`config.mk`:
```
export PLATFORM = sky130hd
export DESIGN_NAME = export_limit_battery_setpoint
export DESIGN_NICKNAME = d
export VERILOG_FILES = /design/src/design/elsp_pkg.sv /design/src/design/elsp_lane.sv /design/src/design/elsp_merge.sv /design/src/design/elsp_ctrl.sv /design/src/design/export_limit_battery_setpoint.sv
export SDC_FILE = /design/constraint.sdc
export NUM_CORES = 1
export LEC_CHECK = 0
export CAP_MARGIN = 40
export CORE_ASPECT_RATIO = 2
export CORE_MARGIN = 2
export CORE_UTILIZATION = 40
export CTS_BUF_LIST = sky130_fd_sc_hd__clkbuf_16
export DETAILED_ROUTE_END_ITERATION = 7
export DONT_BUFFER_PORTS = 1
export GPL_ROUTABILITY_DRIVEN = 0
export PLACE_DENSITY = 0.5
export SETUP_SLACK_MARGIN = 0.5
export SYNTH_ARGS = -nofsm -noshare
export SYNTH_HDL_FRONTEND = slang
export SYNTH_SLANG_ARGS = --single-unit
```
`constraint.sdc`:
```
create_clock -name aclk -period 15.55 [get_ports aclk]
set_input_delay 0 -clock aclk [delete_from_list [all_inputs] [get_ports aclk]]
set_output_delay 0 -clock aclk [all_outputs]
set_load 0.005 [all_outputs]
```
`src/design/elsp_pkg.sv`:
```
package elsp_pkg;

    localparam int UNITS_CNT_W    = 3;
    localparam int CFG_ADDR_W     = 3;
    localparam int TRACK_TOL_MIN  = 200;
    localparam int CONFIRM_CYCLES = 2;

    typedef enum logic [CFG_ADDR_W-1:0] {
        REG_EXPORT_LIMIT  = 3'd0,
        REG_MAX_CHARGE    = 3'd1,
        REG_MAX_DISCHARGE = 3'd2,
        REG_DEADBAND      = 3'd3,
        REG_POWER_UNITS   = 3'd4,
        REG_RUN_UNITS     = 3'd5,
        REG_GRID_BOUND    = 3'd6
    } cfg_reg_t;

    typedef enum logic [1:0] {
        CAUSE_NONE         = 2'd0,
        CAUSE_GRID_UNBOUND = 2'd1,
        CAUSE_GRID_INVALID = 2'd2,
        CAUSE_ALL_STOPPED  = 2'd3
    } cause_t;

    typedef enum logic {
        MODE_CONTROL = 1'b0,
        MODE_APPLY   = 1'b1
    } mode_t;

    // Per-word flags carried from the merge stage to the control stage
    typedef struct packed {
        mode_t  mode;
        cause_t cause;
        logic   any_valid;
        logic   err_gt_db;
    } s1_flags_t;

endpackage

```
`src/design/elsp_lane.sv`:
```
module elsp_lane #(
    parameter int POWER_WIDTH = 24,
    parameter int LANE        = 0,
    parameter int ACC_W       = POWER_WIDTH + 4
) (
    input  logic signed [POWER_WIDTH-1:0]        unit_power,
    input  logic                                 power_valid,
    input  logic                                 running,
    input  logic [elsp_pkg::UNITS_CNT_W-1:0]     power_units,
    input  logic [elsp_pkg::UNITS_CNT_W-1:0]     run_units,
    output logic signed [ACC_W-1:0]              contrib,
    output logic                                 used,
    output logic                                 run_hit
);

    localparam logic [elsp_pkg::UNITS_CNT_W-1:0] LANE_IDX = elsp_pkg::UNITS_CNT_W'(LANE);

    // A unit counts only if it is bound and its reading is good
    assign used    = power_valid && (power_units > LANE_IDX);
    assign run_hit = running && (run_units > LANE_IDX);
    assign contrib = used ? ACC_W'(unit_power) : '0;

endmodule

```
`src/design/elsp_merge.sv`:
```
module elsp_merge #(
    parameter int POWER_WIDTH = 24,
    parameter int NUM_UNITS   = 4,
    parameter int ACC_W       = POWER_WIDTH + 4
) (
    input  logic                               aclk,
    input  logic                               aresetn,
    input  logic                               in_valid,
    output logic                               in_ready,
    output logic                               out_valid,
    input  logic                               out_ready,
    input  elsp_pkg::mode_t                    mode,
    input  logic signed [POWER_WIDTH-1:0]      grid_meas,
    input  logic                               grid_ok,
    input  logic signed [POWER_WIDTH-1:0]      applied_setpoint,
    input  logic signed [ACC_W-1:0]            lane_contrib [NUM_UNITS],
    input  logic [NUM_UNITS-1:0]               lane_used,
    input  logic [NUM_UNITS-1:0]               lane_run,
    input  logic signed [POWER_WIDTH-1:0]      grid_target,
    input  logic [POWER_WIDTH-2:0]             deadband,
    input  logic                               grid_bound,
    input  logic [elsp_pkg::UNITS_CNT_W-1:0]   run_units,
    output elsp_pkg::s1_flags_t                flags,
    output logic signed [ACC_W-1:0]            sum,
    output logic signed [ACC_W-1:0]            sum_plus,
    output logic signed [ACC_W-1:0]            err_add,
    output logic signed [POWER_WIDTH-1:0]      applied
);

    logic                      valid_reg;
    logic                      valid_next;
    logic                      load;
    logic signed [ACC_W-1:0]   sum_c;
    logic signed [ACC_W-1:0]   err_c;
    logic signed [ACC_W-1:0]   abs_err;
    logic signed [ACC_W-1:0]   db_ext;
    logic                      err_ge_db;
    logic                      err_gt_db;
    logic                      run_fail;
    elsp_pkg::cause_t          cause_c;
    elsp_pkg::s1_flags_t       flags_reg;
    logic signed [ACC_W-1:0]   sum_reg;
    logic signed [ACC_W-1:0]   sum_plus_reg;
    logic signed [ACC_W-1:0]   err_add_reg;
    logic signed [POWER_WIDTH-1:0] applied_reg;

    assign in_ready  = !valid_reg || out_ready;
    assign load      = in_valid && in_ready;
    assign out_valid = valid_reg;

    // Combine the lane contributions
    always_comb begin
        sum_c = '0;
        for (int i = 0; i < NUM_UNITS; i++) begin
            sum_c = sum_c + lane_contrib[i];
        end
    end

    assign err_c     = ACC_W'(grid_meas) - ACC_W'(grid_target);
    assign abs_err   = err_c[ACC_W-1] ? -err_c : err_c;
    assign db_ext    = $signed({{(ACC_W-POWER_WIDTH+1){1'b0}}, deadband});
    assign err_ge_db = abs_err >= db_ext;
    assign err_gt_db = abs_err > db_ext;
    assign run_fail  = (run_units != '0) && !(|lane_run);

    // Grid checks win over the run check
    always_comb begin
        if (!grid_bound) begin
            cause_c = elsp_pkg::CAUSE_GRID_UNBOUND;
        end else if (!grid_ok) begin
            cause_c = elsp_pkg::CAUSE_GRID_INVALID;
        end else if (run_fail) begin
            cause_c = elsp_pkg::CAUSE_ALL_STOPPED;
        end else begin
            cause_c = elsp_pkg::CAUSE_NONE;
        end
    end

    always_comb begin
        valid_next = valid_reg;
        if (load) begin
            valid_next = 1'b1;
        end else if (out_ready) begin
            valid_next = 1'b0;
        end
    end

    always_ff @(posedge aclk) begin
        if (!aresetn) begin
            valid_reg <= 1'b0;
        end else begin
            valid_reg <= valid_next;
        end
    end

    always_ff @(posedge aclk) begin
        if (load) begin
            flags_reg.mode      <= mode;
            flags_reg.cause     <= cause_c;
            flags_reg.any_valid <= |lane_used;
            flags_reg.err_gt_db <= err_gt_db;
            sum_reg             <= sum_c;
            sum_plus_reg        <= err_ge_db ? (sum_c + err_c) : sum_c;
            err_add_reg         <= err_ge_db ? err_c : '0;
            applied_reg         <= applied_setpoint;
        end
    end

    assign flags    = flags_reg;
    assign sum      = sum_reg;
    assign sum_plus = sum_plus_reg;
    assign err_add  = err_add_reg;
    assign applied  = applied_reg;

endmodule

```
`src/design/elsp_ctrl.sv`:
```
module elsp_ctrl #(
    parameter int POWER_WIDTH = 24,
    parameter int ACC_W       = POWER_WIDTH + 4
) (
    input  logic                               aclk,
    input  logic                               aresetn,
    input  logic                               in_valid,
    output logic                               in_ready,
    input  elsp_pkg::s1_flags_t                flags,
    input  logic signed [ACC_W-1:0]            sum,
    input  logic signed [ACC_W-1:0]            sum_plus,
    input  logic signed [ACC_W-1:0]            err_add,
    input  logic signed [POWER_WIDTH-1:0]      applied,
    input  logic [POWER_WIDTH-2:0]             charge_cap,
    input  logic [POWER_WIDTH-2:0]             discharge_cap,
    input  logic [POWER_WIDTH-2:0]             deadband,
    output logic                               out_valid,
    input  logic                               out_ready,
    output logic signed [POWER_WIDTH-1:0]      target_power,
    output logic                               suppressed,
    output elsp_pkg::cause_t                   suppress_cause
);

    localparam logic signed [ACC_W-1:0] TOL_MIN = ACC_W'(elsp_pkg::TRACK_TOL_MIN);
    localparam logic [1:0] CONFIRM_N = 2'(elsp_pkg::CONFIRM_CYCLES);

    logic                          fire;
    logic                          m_valid_reg;
    logic signed [POWER_WIDTH-1:0] setpoint_reg;
    logic signed [POWER_WIDTH-1:0] setpoint_next;
    logic                          locked_reg;
    logic                          locked_next;
    logic [1:0]                    confirm_reg;
    logic [1:0]                    confirm_next;
    logic [1:0]                    confirm_inc;
    logic signed [POWER_WIDTH-1:0] target_reg;
    logic signed [POWER_WIDTH-1:0] target_next;
    logic                          supp_reg;
    logic                          supp_next;
    elsp_pkg::cause_t              cause_reg;

    logic signed [ACC_W-1:0] setpoint_ext;
    logic signed [ACC_W-1:0] held;
    logic signed [ACC_W-1:0] p_bess;
    logic signed [ACC_W-1:0] raw;
    logic signed [ACC_W-1:0] diff;
    logic signed [ACC_W-1:0] abs_diff;
    logic signed [ACC_W-1:0] db_ext;
    logic signed [ACC_W-1:0] tol;
    logic signed [ACC_W-1:0] lo_lim;
    logic signed [ACC_W-1:0] hi_lim;
    logic signed [ACC_W-1:0] clamped;
    logic signed [ACC_W-1:0] abs_clamped;
    logic signed [ACC_W-1:0] new_sp;
    logic                    recalc;

    assign in_ready = !m_valid_reg || out_ready;
    assign fire     = in_valid && in_ready;

    assign setpoint_ext = ACC_W'(setpoint_reg);
    assign held         = locked_reg ? setpoint_ext : '0;
    assign p_bess       = flags.any_valid ? sum : held;
    assign raw          = flags.any_valid ? sum_plus : (held + err_add);
    assign diff         = p_bess - setpoint_ext;
    assign abs_diff     = diff[ACC_W-1] ? -diff : diff;
    assign db_ext       = $signed({{(ACC_W-POWER_WIDTH+1){1'b0}}, deadband});
    assign tol          = (db_ext > TOL_MIN) ? db_ext : TOL_MIN;
    assign lo_lim       = -$signed({{(ACC_W-POWER_WIDTH+1){1'b0}}, charge_cap});
    assign hi_lim       = $signed({{(ACC_W-POWER_WIDTH+1){1'b0}}, discharge_cap});
    assign confirm_inc  = confirm_reg + 2'd1;

    // Clamp to the charge / discharge window, then zero small values
    always_comb begin
        clamped = raw;
        if (clamped < lo_lim) begin
            clamped = lo_lim;
        end
        if (clamped > hi_lim) begin
            clamped = hi_lim;
        end
        abs_clamped = clamped[ACC_W-1] ? -clamped : clamped;
        new_sp      = (abs_clamped < db_ext) ? '0 : clamped;
    end

    always_comb begin
        setpoint_next = setpoint_reg;
        locked_next   = locked_reg;
        confirm_next  = confirm_reg;
        recalc        = 1'b0;
        target_next   = setpoint_reg;
        supp_next     = 1'b0;
        if (flags.mode == elsp_pkg::MODE_APPLY) begin
            setpoint_next = applied;
            locked_next   = 1'b1;
            target_next   = applied;
        end else if (flags.cause != elsp_pkg::CAUSE_NONE) begin
            target_next = '0;
            supp_next   = 1'b1;
        end else begin
            recalc = !locked_reg;
            if (locked_reg) begin
                if (abs_diff > tol) begin
                    confirm_next = '0;
                end else if (flags.err_gt_db) begin
                    confirm_next = confirm_inc;
                    recalc       = confirm_inc >= CONFIRM_N;
                end else begin
                    confirm_next = '0;
                end
            end
            if (recalc) begin
                setpoint_next = new_sp[POWER_WIDTH-1:0];
                locked_next   = 1'b1;
                confirm_next  = '0;
            end
            target_next = setpoint_next;
        end
    end

    always_ff @(posedge aclk) begin
        if (!aresetn) begin
            m_valid_reg  <= 1'b0;
            setpoint_reg <= '0;
            locked_reg   <= 1'b0;
            confirm_reg  <= '0;
        end else begin
            if (in_ready) begin
                m_valid_reg <= in_valid;
            end
            if (fire) begin
                setpoint_reg <= setpoint_next;
                locked_reg   <= locked_next;
                confirm_reg  <= confirm_next;
            end
        end
    end

    always_ff @(posedge aclk) begin
        if (fire) begin
            target_reg <= target_next;
            supp_reg   <= supp_next;
            cause_reg  <= (flags.mode == elsp_pkg::MODE_APPLY) ? elsp_pkg::CAUSE_NONE
                                                                 : flags.cause;
        end
    end

    assign out_valid      = m_valid_reg;
    assign target_power   = target_reg;
    assign suppressed     = supp_reg;
    assign suppress_cause = cause_reg;

endmodule

```
`src/design/export_limit_battery_setpoint.sv`:
```
// Export-limit battery setpoint controller.
// Input stream: one word per control cycle. s_tuser carries the mode: control
// cycle, or apply an externally issued setpoint. s_tdata carries the grid
// reading, the battery unit readings with their valid and running masks, and
// the applied setpoint. Output stream: one word per input word with the
// locked battery setpoint, a suppress flag and its cause.
// Configuration: write cfg_wdata to register cfg_addr while cfg_wen is high;
// registers must be written by the user only while no word is in flight; the
// block does not enforce this. Pipeline: the merge stage registers each taken
// word, then the control stage loads the output register.
// Throughput: one word per cycle while m_tready is high; the locked setpoint
// is updated in the control stage as each word is taken, so each word sees
// the state left by the one before. Reset: all configuration registers clear
// to zero, the setpoint is unlocked and both pipeline stages empty.
// Stall: when m_tready is low the output word holds; the merge stage still
// takes one more word, and s_tready drops only when both stages are full.
module export_limit_battery_setpoint #(
    parameter int NUM_UNITS   = 4,
    parameter int POWER_WIDTH = 24
) (
    input  logic                                  aclk,
    input  logic                                  aresetn,
    // configuration write port
    input  logic                                  cfg_wen,
    input  logic [elsp_pkg::CFG_ADDR_W-1:0]       cfg_addr,
    input  logic [POWER_WIDTH-1:0]                cfg_wdata,
    // input stream
    input  logic                                  s_tvalid,
    output logic                                  s_tready,
    // s_tdata, low to high: grid_power, grid_ok, unit_power_0..N-1,
    // power_valid_mask, running_mask, applied_setpoint, zero padding
    input  logic [((POWER_WIDTH*(NUM_UNITS+2)+1+2*NUM_UNITS+7)/8)*8-1:0] s_tdata,
    // s_tuser: mode
    input  logic                                  s_tuser,
    // output stream
    output logic                                  m_tvalid,
    input  logic                                  m_tready,
    // m_tdata, low to high: target_power, suppressed, suppress_cause, zero padding
    output logic [((POWER_WIDTH+3+7)/8)*8-1:0]    m_tdata
);

    localparam int ACC_W       = POWER_WIDTH + 4;
    localparam int OK_BIT      = POWER_WIDTH;
    localparam int UNIT_LSB    = POWER_WIDTH + 1;
    localparam int PVM_LSB     = UNIT_LSB + NUM_UNITS * POWER_WIDTH;
    localparam int RUN_LSB     = PVM_LSB + NUM_UNITS;
    localparam int APPLIED_LSB = RUN_LSB + NUM_UNITS;

    // configuration registers
    logic signed [POWER_WIDTH-1:0]          grid_target_reg;
    logic [POWER_WIDTH-2:0]                 charge_cap_reg;
    logic [POWER_WIDTH-2:0]                 discharge_cap_reg;
    logic [POWER_WIDTH-2:0]                 deadband_reg;
    logic [elsp_pkg::UNITS_CNT_W-1:0]       power_units_reg;
    logic [elsp_pkg::UNITS_CNT_W-1:0]       run_units_reg;
    logic                                   grid_bound_reg;

    // unpacked input word
    logic signed [POWER_WIDTH-1:0]          grid_meas;
    logic                                   grid_ok;
    logic [NUM_UNITS-1:0]                   power_valid_mask;
    logic [NUM_UNITS-1:0]                   running_mask;
    logic signed [POWER_WIDTH-1:0]          applied_setpoint;

    // lane results
    logic signed [ACC_W-1:0]                lane_contrib [NUM_UNITS];
    logic [NUM_UNITS-1:0]                   lane_used;
    logic [NUM_UNITS-1:0]                   lane_run;

    // merge stage to control stage
    logic                                   s1_valid;
    logic                                   s1_ready;
    elsp_pkg::s1_flags_t                    s1_flags;
    logic signed [ACC_W-1:0]                s1_sum;
    logic signed [ACC_W-1:0]                s1_sum_plus;
    logic signed [ACC_W-1:0]                s1_err_add;
    logic signed [POWER_WIDTH-1:0]          s1_applied;

    logic signed [POWER_WIDTH-1:0]          target_power;
    logic                                   suppressed;
    elsp_pkg::cause_t                       suppress_cause;

    // Take configuration writes; an index past the list is dropped
    always_ff @(posedge aclk) begin
        if (!aresetn) begin
            grid_target_reg   <= '0;
            charge_cap_reg    <= '0;
            discharge_cap_reg <= '0;
            deadband_reg      <= '0;
            power_units_reg   <= '0;
            run_units_reg     <= '0;
            grid_bound_reg    <= 1'b0;
        end else if (cfg_wen) begin
            case (elsp_pkg::cfg_reg_t'(cfg_addr))
                elsp_pkg::REG_EXPORT_LIMIT: begin
                    grid_target_reg <= cfg_wdata;
                end
                elsp_pkg::REG_MAX_CHARGE: begin
                    charge_cap_reg <= cfg_wdata[POWER_WIDTH-2:0];
                end
                elsp_pkg::REG_MAX_DISCHARGE: begin
                    discharge_cap_reg <= cfg_wdata[POWER_WIDTH-2:0];
                end
                elsp_pkg::REG_DEADBAND: begin
                    deadband_reg <= cfg_wdata[POWER_WIDTH-2:0];
                end
                elsp_pkg::REG_POWER_UNITS: begin
                    power_units_reg <= cfg_wdata[elsp_pkg::UNITS_CNT_W-1:0];
                end
                elsp_pkg::REG_RUN_UNITS: begin
                    run_units_reg <= cfg_wdata[elsp_pkg::UNITS_CNT_W-1:0];
                end
                elsp_pkg::REG_GRID_BOUND: begin
                    grid_bound_reg <= cfg_wdata[0];
                end
                default: begin
                end
            endcase
        end
    end

    // Unpack the input word
    assign grid_meas        = s_tdata[POWER_WIDTH-1:0];
    assign grid_ok          = s_tdata[OK_BIT];
    assign power_valid_mask = s_tdata[PVM_LSB +: NUM_UNITS];
    assign running_mask     = s_tdata[RUN_LSB +: NUM_UNITS];
    assign applied_setpoint = s_tdata[APPLIED_LSB +: POWER_WIDTH];

    // One lane per battery unit: bound check and gating of its reading
    for (genvar i = 0; i < NUM_UNITS; i++) begin : g_lane
        elsp_lane #(
            .POWER_WIDTH (POWER_WIDTH),
            .LANE        (i),
            .ACC_W       (ACC_W)
        ) u_lane (
            .unit_power  (s_tdata[UNIT_LSB + i*POWER_WIDTH +: POWER_WIDTH]),
            .power_valid (power_valid_mask[i]),
            .running     (running_mask[i]),
            .power_units (power_units_reg),
            .run_units   (run_units_reg),
            .contrib     (lane_contrib[i]),
            .used        (lane_used[i]),
            .run_hit     (lane_run[i])
        );
    end

    // Merge stage: sum the lanes, form the grid error and the suppress cause
    elsp_merge #(
        .POWER_WIDTH (POWER_WIDTH),
        .NUM_UNITS   (NUM_UNITS),
        .ACC_W       (ACC_W)
    ) u_merge (
        .aclk             (aclk),
        .aresetn          (aresetn),
        .in_valid         (s_tvalid),
        .in_ready         (s_tready),
        .out_valid        (s1_valid),
        .out_ready        (s1_ready),
        .mode             (elsp_pkg::mode_t'(s_tuser)),
        .grid_meas        (grid_meas),
        .grid_ok          (grid_ok),
        .applied_setpoint (applied_setpoint),
        .lane_contrib     (lane_contrib),
        .lane_used        (lane_used),
        .lane_run         (lane_run),
        .grid_target      (grid_target_reg),
        .deadband         (deadband_reg),
        .grid_bound       (grid_bound_reg),
        .run_units        (run_units_reg),
        .flags            (s1_flags),
        .sum              (s1_sum),
        .sum_plus         (s1_sum_plus),
        .err_add          (s1_err_add),
        .applied          (s1_applied)
    );

    // Control stage: hold the locked setpoint, confirm count and output word
    elsp_ctrl #(
        .POWER_WIDTH (POWER_WIDTH),
        .ACC_W       (ACC_W)
    ) u_ctrl (
        .aclk           (aclk),
        .aresetn        (aresetn),
        .in_valid       (s1_valid),
        .in_ready       (s1_ready),
        .flags          (s1_flags),
        .sum            (s1_sum),
        .sum_plus       (s1_sum_plus),
        .err_add        (s1_err_add),
        .applied        (s1_applied),
        .charge_cap     (charge_cap_reg),
        .discharge_cap  (discharge_cap_reg),
        .deadband       (deadband_reg),
        .out_valid      (m_tvalid),
        .out_ready      (m_tready),
        .target_power   (target_power),
        .suppressed     (suppressed),
        .suppress_cause (suppress_cause)
    );

    // Pack the output word, padding stays zero
    always_comb begin
        m_tdata                       = '0;
        m_tdata[POWER_WIDTH-1:0]      = target_power;
        m_tdata[POWER_WIDTH]          = suppressed;
        m_tdata[POWER_WIDTH+1 +: 2]   = suppress_cause;
    end

endmodule

```
==> flow_metrics.tcl, run 1 <==
set metrics [dict create \
    drive_gt1_share_pct 5.15 \
    setup_tns_ns 0 \
    p_int_mw 1.86 \
    wirelength_mm 90.5 \
    design.core.area_sq_um 63400 \
    layout_min_cycle_time_ns 13.01 \
    cts.sinks 266 \
    syn2layout_area_growth_pct 10.1 \
    tightest_slew_ns 0.926 \
    final_cell_count_no_fill 3985 \
    p_clk_share_pct 21.1 \
    finalHoldViolations 0 \
    dp_cells 3849 \
    slew_headroom_pct 38.2 \
    synth_area_sq_um 25500 \
    clk_pin_slew_worst_paths_ns 0.06 \
    synthFlopType "edfxtp_1" \
    first_global_vias 22000 \
    max_cap_viol_count 0 \
    start_util_pct 40.3 \
    post-route-util_pct 44.3 \
    pin_count 227 \
    seq_area_frac_synth_pct 26.2 \
    rows 131 \
    htree_levels 1 \
    endpoint_kind "register" \
    ys_ff_latch 266 \
    fin_crit_sh_pct 83.7 \
    finalPower_mw 3.28 \
    overflow 0 \
    crit_type "reg -> reg" \
    finalSetupViolCount 0 \
    crit_top_cell "ha_1" \
    die_w_um 183 \
    cts_tree "done" \
    drt-initial-drc-count 1616 \
    skew_ns 0.0132 \
    nets 3650 \
    die_area_sq_um 66000 \
    rsz0062_at_grt "no" \
    ant_nets 0 \
    cts_buffers 29 \
    p_sw_mw 1.42 \
    dpl_worst_slack_ns 2.65 \
    drcViolationCount 0 \
    ys_warn_count 0 \
    wl_per_cell_um 22.7 \
    setup_slack_ns 2.54 \
    critPathArrivalTime_ns 13.53 \
    switching_share_pct 43.3 \
    drv_slew 0 \
    synth_cell_types 103 \
    power_frac_comb_pct 53.2 \
    cts_buffer_depth 3 \
    p_leak_nw 11.3 \
    p_seq_share_pct 25.6 \
    grt_max_degree 109 \
    cp_slowest_stage_delay_ns 0.74 \
    cp_slowest_cell "o41ai_2" \
    cp-start-kind "register" \
    peakVddDrop_uv 108 \
    root_buffer "clkbuf_16" \
    grt_use_total_pct 26.9 \
    insertion_delay_ns 0.61 \
    status "complete, no violations" \
    synth_edf_count 137 \
    hold_path.class "in -> reg" \
    grt_pass1_wl_mm 135 \
    async_reset_ff_share_pct 0 \
    die_y_um 361 \
    max_freq_mhz 76.9 \
    synthCells 3142 \
    vias 22700 \
    required_ns 16.07 \
    avgSynthCellArea_sq_um 8.13 \
    powerDensity_nw_per_um2 117 \
    antenna_found_initial 6 \
    via_per_inst 5.71 \
    path_max_fanout 22 \
    first_pass_iters 7 \
    dp_hpwl_mm 72.6 \
    port_buffers 0 \
]
==> path summary, 6_finish.rpt <==
path / from / end / slack (ns) / cells after the start
setup / recovery: u_ctrl.locked_reg / u_ctrl.setpoint_reg[18] / 2.54 / 48
hold / removal: s_tvalid / u_merge.applied[3] / 0.007 / 1
setup reg to reg: u_ctrl.locked_reg / u_ctrl.setpoint_reg[18] / 2.54 / 48
hold reg to reg: grid_target_reg[18] / grid_target_reg[18] / 0.46 / 2
==> per-layer routing <==
layer  GRT usage, %  part of all wire [%]  vias to the layer above
met5              0                 0.012                        -
met4           15.2                   6.7                        2
met3           2.86                   4.4                      158
met2           45.5                    47                      622
li1               -                     -                    11200
met1           33.2                    42                    10700
==> cell usage after synthesis, types with 57 or more instances <==
cell type / instances / area, sq um
o21ai_0: 139 / 696
ha_1: 245 / 3070
nand2_1: 456 / 1710
dfxtp_1: 129 / 2580
clkbuf_1: 101 / 379
nor2_1: 207 / 777
inv_1: 251 / 942
a21oi_1: 167 / 836
nor3_1: 69 / 345
edfxtp_1: 137 / 4110
a21o_1: 57 / 428
a21boi_0: 101 / 758
xor2_1: 64 / 561
nand3_1: 60 / 300
nor2b_1: 69 / 432
xnor2_1: 104 / 911
==> layout by cell type, fill, tap and decap left out, drive strengths merged, types with 40 or more instances in the layout <==
master / count
a21boi: 102
a21o: 57
a21oi: 168
and2: 40
and3: 53
buf: 41
dfxtp: 129
dlygate4sd3: 76
edfxtp: 137
fa: 53
ha: 245
inv: 262
nand2: 456
nand2b: 44
nand3: 61
nor2: 207
nor2b: 69
nor3: 72
o21ai: 159
o31ai: 49
xnor2: 104
xor2: 64
==> metrics by stage <==
step                hold slack [ns]  area [sq um]
detailed placement           0.0989         26400
global route                 0.0291         28100
floorplan                    0.0989         25600
finish                      0.00718         28100
CTS                         0.00107         28100
global placement             0.0989         26200
==> power by group through the flow <==
stage	registers, mW	clock network (mW)	logic [mW]
floorplan	0.835	0	1.27
global placement	0.854	0	1.67
detailed placement	0.854	0	1.69
CTS	0.839	0.711	1.73
global route	0.844	0.729	1.94
finish	0.839	0.692	1.74
==> what timing repair did <==
action,in CTS,in global routing
endpoints found under the hold margin,164,0
setup buffers,0,0
resized for setup,0,0
hold buffers,77,0
==> logic make-up after synthesis <==
| family | Yosys count | synth area share, % |
|---|---|---|
| simple gates | 1161 | 22.0 |
| compound gates | 829 | 22.5 |
| buf+inv | 387 | 5.98 |
| fa+ha+maj | 299 | 16.2 |
| flops | 266 | 26.2 |
| xor+xnor | 168 | 5.76 |
| mux | 31 | 1.26 |
| other cells | 1 | 0.0147 |
==> worst max-delay path, delay by kind of cell, from the launching register on <==
family          cells  cell delay, ns
simple gates       13            3.09
xor+xnor            1            0.10
fa+ha+maj           5            1.59
mux                 2            0.90
buf+inv             5            1.42
compound gates     22            5.44
flops               1            0.31
==> final cells by class <==
type	count	area (sq um)
Timing Repair Buffer	118	1170
Clock buffer	29	726
Multi-Input combinational cell	2493	17400
Tap cell	798	998
Clock inverter	25	193
Inverter	251	942
Antenna cell	5	12.5
Fill cell	6420	35300
Sequential cell	266	6700
No activity file was read; power rests on OpenSTA's default activity.
==> run 2, diff against run 1 <==
PLACE_DENSITY = 0.52   (was 0.5)
clock period = 10.95 ns   (was 15.55 ns; I/O delays follow)
==> run 2 against run 1 <==
Against the previous run:
- clock-buffer cell count increased by 3
- final area increased by 7.0%
- fmax increased by 28%
- cell count increased by 3.5%
- clock power increased by 49%
- via count increased by 3.6%
- sequential power increased by 43%
- setup slack got worse by 1.7 ns
- routed wire length increased by 3.2%
- largest power group unchanged
- highest routed layer unchanged
==> flow_metrics.tcl, run 2 (synthesized netlist as in run 1, its figures left out) <==
set metrics [dict create \
    port_buffers 0 \
    cts_buffer_depth 3 \
    tightest_slew_ns 0.914 \
    max_freq_mhz 98.6 \
    htree_levels 1 \
    crit_top_cell "o21a_1" \
    setup_tns_ns 0 \
    first_pass_iters 5 \
    path_max_fanout 6 \
    vias 23600 \
    cp-start-kind "register" \
    root_buffer "clkbuf_16" \
    critPathArrivalTime_ns 10.58 \
    first_global_vias 22700 \
    mostFrequentLayoutCells "452 x nand2_1, 243 x inv_1, 239 x ha_1, 196 x nor2_1, 155 x buf_4" \
    pin_count 227 \
    fill_cells 6276 \
    grt_use_total_pct 27.6 \
    grt_busiest_layer "met2" \
    wirelength_mm 93.4 \
    required_ns 11.39 \
    overflow 0 \
    powerDensity_nw_per_um2 176 \
    cts_tree "done" \
    clk_pin_slew_worst_paths_ns 0.06 \
    die_w_um 183 \
    rows 131 \
    skew_ns 0.0309 \
    slew_headroom_pct 38.6 \
    use_met2_pct 46.4 \
    die_area_sq_um 66000 \
    antenna_found_initial 4 \
    drv_slew 0 \
    cp_slowest_stage_delay_ns 0.40 \
    switching_share_pct 42.1 \
    setup_slack_ns 0.812 \
    final_cell_count_no_fill 4126 \
    dp_cells 3966 \
    layout_commonest_cell "nand2_1" \
    grt_max_degree 111 \
    ant_nets 0 \
    p_clk_share_pct 19.4 \
    status "complete, no violations" \
    regArea_sq_um 6710 \
    max_cap_viol_count 0 \
    diodes 0 \
    dpl_worst_slack_ns 0.00111 \
    finalHoldViolations 0 \
    use_met1_pct 34.3 \
    p_sw_mw 2.23 \
    layout_min_cycle_time_ns 10.14 \
    multi_input_area_sq_um 18000 \
    crit_type "reg -> reg" \
    finalSetupViolCount 0 \
    p_int_mw 3.07 \
    cts.sinks 266 \
    drt-initial-drc-count 1575 \
    p_seq_share_pct 22.6 \
    nets 3795 \
    power_frac_comb_pct 58.1 \
    syn2layout_area_growth_pct 17.8 \
    start_util_pct 40.3 \
    drive_gt1_share_pct 12.8 \
    grtUsageMet3_pct 2.87 \
    die_y_um 361 \
    via_per_inst 5.71 \
    design.core.area_sq_um 63400 \
    dp_hpwl_mm 74.4 \
    post-route-util_pct 47.4 \
    wl_per_cell_um 22.6 \
    p_leak_nw 12.2 \
    rsz0062_at_grt "yes" \
    fin_crit_sh_pct 92.6 \
    drcViolationCount 0 \
    endpoint_kind "register" \
    cp_slowest_cell "o41ai_4" \
    hold_path.class "in -> reg" \
    peakVddDrop_uv 151 \
    grt_pass1_wl_mm 138 \
    insertion_delay_ns 0.60 \
    cts_buffers 30 \
    hold_ws_ns 0.0203 \
]
## run 2: worst paths after layout
kind                        from                endpoint  slack, ns  cells past startpoint
max            u_ctrl.locked_reg  u_ctrl.target_power[4]       0.81                     54
min                   s_tdata[8]      u_merge.err_add[8]       0.02                      3
max reg2reg    u_ctrl.locked_reg  u_ctrl.target_power[4]       0.81                     54
min reg2reg  grid_target_reg[18]     grid_target_reg[18]       0.47                      2
## run 2: power groups by stage
| stage | combinational [mW] | sequential (mW) | clock [mW] |
|---|---|---|---|
| after floorplan | 1.86 | 1.19 | 0 |
| after global placement | 2.67 | 1.21 | 0 |
| after detailed placement | 2.71 | 1.21 | 0 |
| after CTS | 2.79 | 1.19 | 1.05 |
| after global routing | 3.37 | 1.20 | 1.08 |
| final | 3.08 | 1.20 | 1.03 |
## run 2: critical path: cells and delay by family, from the launching register on
kind | cells | cell delay, ns
flip-flops | 1 | 0.37
AO/OA/AOI/OAI | 24 | 4.20
buffers and inverters | 7 | 1.07
XOR/XNOR | 1 | 0.14
AND/OR/NAND/NOR | 16 | 2.63
adder cells (fa/ha/maj) | 6 | 1.55
## run 2: cell type report
type,instances,area share (%)
timing repair buffer,262,8.11
clock buffer,32,2.66
tap,798,3.32
multi-input combinational,2493,59.9
sequential,266,22.3
clock inverter,24,0.590
inverter,251,3.15
## run 2: per-stage QoR
step	area (sq um)	power, mW
2_1_floorplan	25700	3.04
3_3_place_gp	27200	3.88
3_5_place_dp	27400	3.92
4_1_cts	29300	5.03
5_1_grt	30100	5.65
6_report	30100	5.30
## run 2: what timing repair did
item                       CTS  global route
resized for setup           18           155
setup buffers                2            16
pin swaps                    3            64
hold buffers                82             0
setup endpoints to repair   48            48
hold endpoints to repair   200             0
cloned                       0             4
## run 2: metal layers
layer  up-vias  routed length, um
li1      11500                  -
met1     11200              38900
met2       680              44000
met3       185               4180
met4         6               6290
met5         -                 41
==> run 3, diff against run 2 <==
ABC_AREA = 1   (was unset)
==> run 3 against run 2 <==
Against the previous run:
- sequential power about the same
- via count fell by 0.25%
- worst hold slack improved by 0.013 ns
- critical endpoint is now u_ctrl.target_power[5]
- clock skew fell by 0.013 ns
- core utilization down 2.3 points
==> flow_metrics.tcl, run 3 <==
set metrics [dict create \
    cp_slowest_cell "xor2_1" \
    mostFrequentLayoutCells "799 x nand2_1, 545 x inv_1, 312 x nor2_1, 304 x a21oi_1, 282 x o21ai_0" \
    grt_max_degree 125 \
    grt_busiest_layer "met2" \
    skew_ns 0.0180 \
    synth.top_cell.area_share_pct 16.3 \
    rows 130 \
    synthTopCellsByArea "edfxtp_1 16%, ha_1 12%, nand2_1 12%" \
    cts_tree "done" \
    root_buffer "clkbuf_16" \
    synth_most_common_cell "nand2_1" \
    slew_headroom_pct 37.7 \
    design.core.area_sq_um 62600 \
    avgSynthCellArea_sq_um 6.97 \
    syn2layout_area_growth_pct 11.6 \
    finalHoldViolations 0 \
    tightest_slew_ns 0.935 \
    overflow 0 \
    insertion_delay_ns 0.61 \
    layout_min_cycle_time_ns 9.54 \
    nets 4184 \
    first_pass_iters 6 \
    post-route-util_pct 45.1 \
    antenna_found_initial 5 \
    die_area_sq_um 65400 \
    yosysTopAreaCell "edfxtp_1" \
    pin_count 227 \
    cp_slowest_stage_delay_ns 0.45 \
    grtUsageMet3_pct 3.06 \
    drv_slew 0 \
    drive_gt1_share_pct 6.38 \
    status "complete, no violations" \
    whs_endpoint "u_merge.applied[10]" \
    synth_common_cells "799 x nand2_1, 547 x inv_1, 314 x nor2_1" \
    die_w_um 182 \
    hp-start "s_tdata[139]" \
    start_util_pct 40.4 \
    wl_per_cell_um 20.9 \
    vias 23500 \
    ys_ff_latch 266 \
    cts_buffers 30 \
    async_reset_ff_share_pct 0 \
    hold_path.class "in -> reg" \
    r2r_cells 60 \
    layout_commonest_cell "nand2_1" \
    peakVddDrop_uv 129 \
    worstReg2RegStart "u_ctrl.locked_reg" \
    die_y_um 360 \
    cts.sinks 266 \
    cp-start-kind "register" \
    htree_levels 1 \
    p_leak_nw 13.8 \
    required_ns 11.28 \
    dp_hpwl_mm 76.3 \
    crit_top_cell "nand2_1" \
    max_freq_mhz 105 \
    endpoint_kind "register" \
    setup_tns_ns 0 \
    via_per_inst 5.21 \
    grt_use_total_pct 28.6 \
    use_met2_pct 51.6 \
    crit_type "reg -> reg" \
    seq_area_frac_synth_pct 26.5 \
    drt-initial-drc-count 1413 \
    synth_cell_types 63 \
    r2r_slack_ns 1.41 \
    max_cap_viol_count 0 \
    ys_warn_count 0 \
    fin_crit_sh_pct 87.2 \
    wirelength_mm 94.1 \
    synthCells 3631 \
    whs_path_depth 1 \
    port_buffers 0 \
    synthFlopType "edfxtp_1" \
    path_max_fanout 39 \
    first_global_vias 23800 \
    finalSetupViolCount 0 \
    synth_area_sq_um 25300 \
    powerDensity_nw_per_um2 201 \
    grt_pass1_wl_mm 140 \
    use_met1_pct 28.8 \
    ant_nets 0 \
    drcViolationCount 0 \
    cts_buffer_depth 3 \
    rsz0062_at_grt "no" \
    reg2reg_to "u_ctrl.target_power[5]" \
    critPathArrivalTime_ns 9.87 \
    synth_edf_count 137 \
    clk_pin_slew_worst_paths_ns 0.06 \
]
==> run 3: worst max-delay path by stage <==
stage	start	end	slack, ns	cells after the start
detailed placement	u_ctrl.locked_reg	u_ctrl.target_power[2]	0.74	59
global placement	u_ctrl.locked_reg	u_ctrl.target_power[2]	0.92	58
global route	u_ctrl.locked_reg	u_ctrl.target_power[2]	0.56	69
finish	u_ctrl.locked_reg	u_ctrl.target_power[5]	1.41	60
floorplan	u_ctrl.locked_reg	u_ctrl.target_power[10]	2.49	63
CTS	u_ctrl.locked_reg	u_ctrl.target_power[2]	0.73	59
==> run 3: per-stage QoR <==
step | worst slack (ns) | area, sq um | std cells | total power, mW | hold WS [ns]
floorplan | 2.49 | 25300 | 3635 | 3.48 | 0.0989
global placement | 0.915 | 26100 | 4354 | 4.47 | 0.0989
detailed placement | 0.744 | 26300 | 4366 | 4.50 | 0.0989
CTS | 0.735 | 28200 | 4507 | 5.66 | 0.000371
global route | 0.556 | 28300 | 4511 | 6.10 | 0.0223
finish | 1.41 | 28300 | 4511 | 5.69 | 0.0338
==> run 3: what timing repair did <==
action,in CTS,in global routing
setup buffers,0,2
endpoints found under the setup margin,0,48
gates resized for setup,0,16
hold buffers,85,0
hold endpoints to repair,188,0
==> run 3: cells by family after synthesis <==
logic type      Yosys count  synth area share, %
compound gates          674                 14.1
xor+xnor                180                 6.23
fa+ha+maj               298                 16.3
buf+inv                 675                 10.5
flops                   266                 26.5
other cells               1               0.0148
simple gates           1537                 26.3
==> run 3: critical path, delay by kind of cell (launching register included) <==
kind | cells | cell delay, ns
xor+xnor | 1 | 0.45
simple gates | 43 | 4.96
compound gates | 6 | 1.04
flops | 1 | 0.39
buf+inv | 6 | 1.01
fa+ha+maj | 4 | 1.34
==> run 3: cell type report <==
cell class                 count  area (sq um)
fill                        6485         34400
antenna                        2          5.00
clock buffer                  32           801
sequential                   266          6700
timing repair buffer         141          1390
clock inverter                24           254
multi-input combinational   2694         16000
inverter                     560          2100
tap                          792           991
==> run 3: layer usage <==
metal  wire length [um]  share of wire [%]
met1              34000                 36
met2              46600                 49
met3               3320                3.5
met4              10200                 11
met5                 41              0.044
==> run 3: report_power, final <==
| part | internal [mW] | total (mW) | switching [mW] |
|---|---|---|---|
| combinational | 1.09 | 3.37 | 2.28 |
| sequential | 1.17 | 1.22 | 0.0501 |
| clock | 0.629 | 1.10 | 0.471 |
| total | 2.89 | 5.69 | 2.80 |
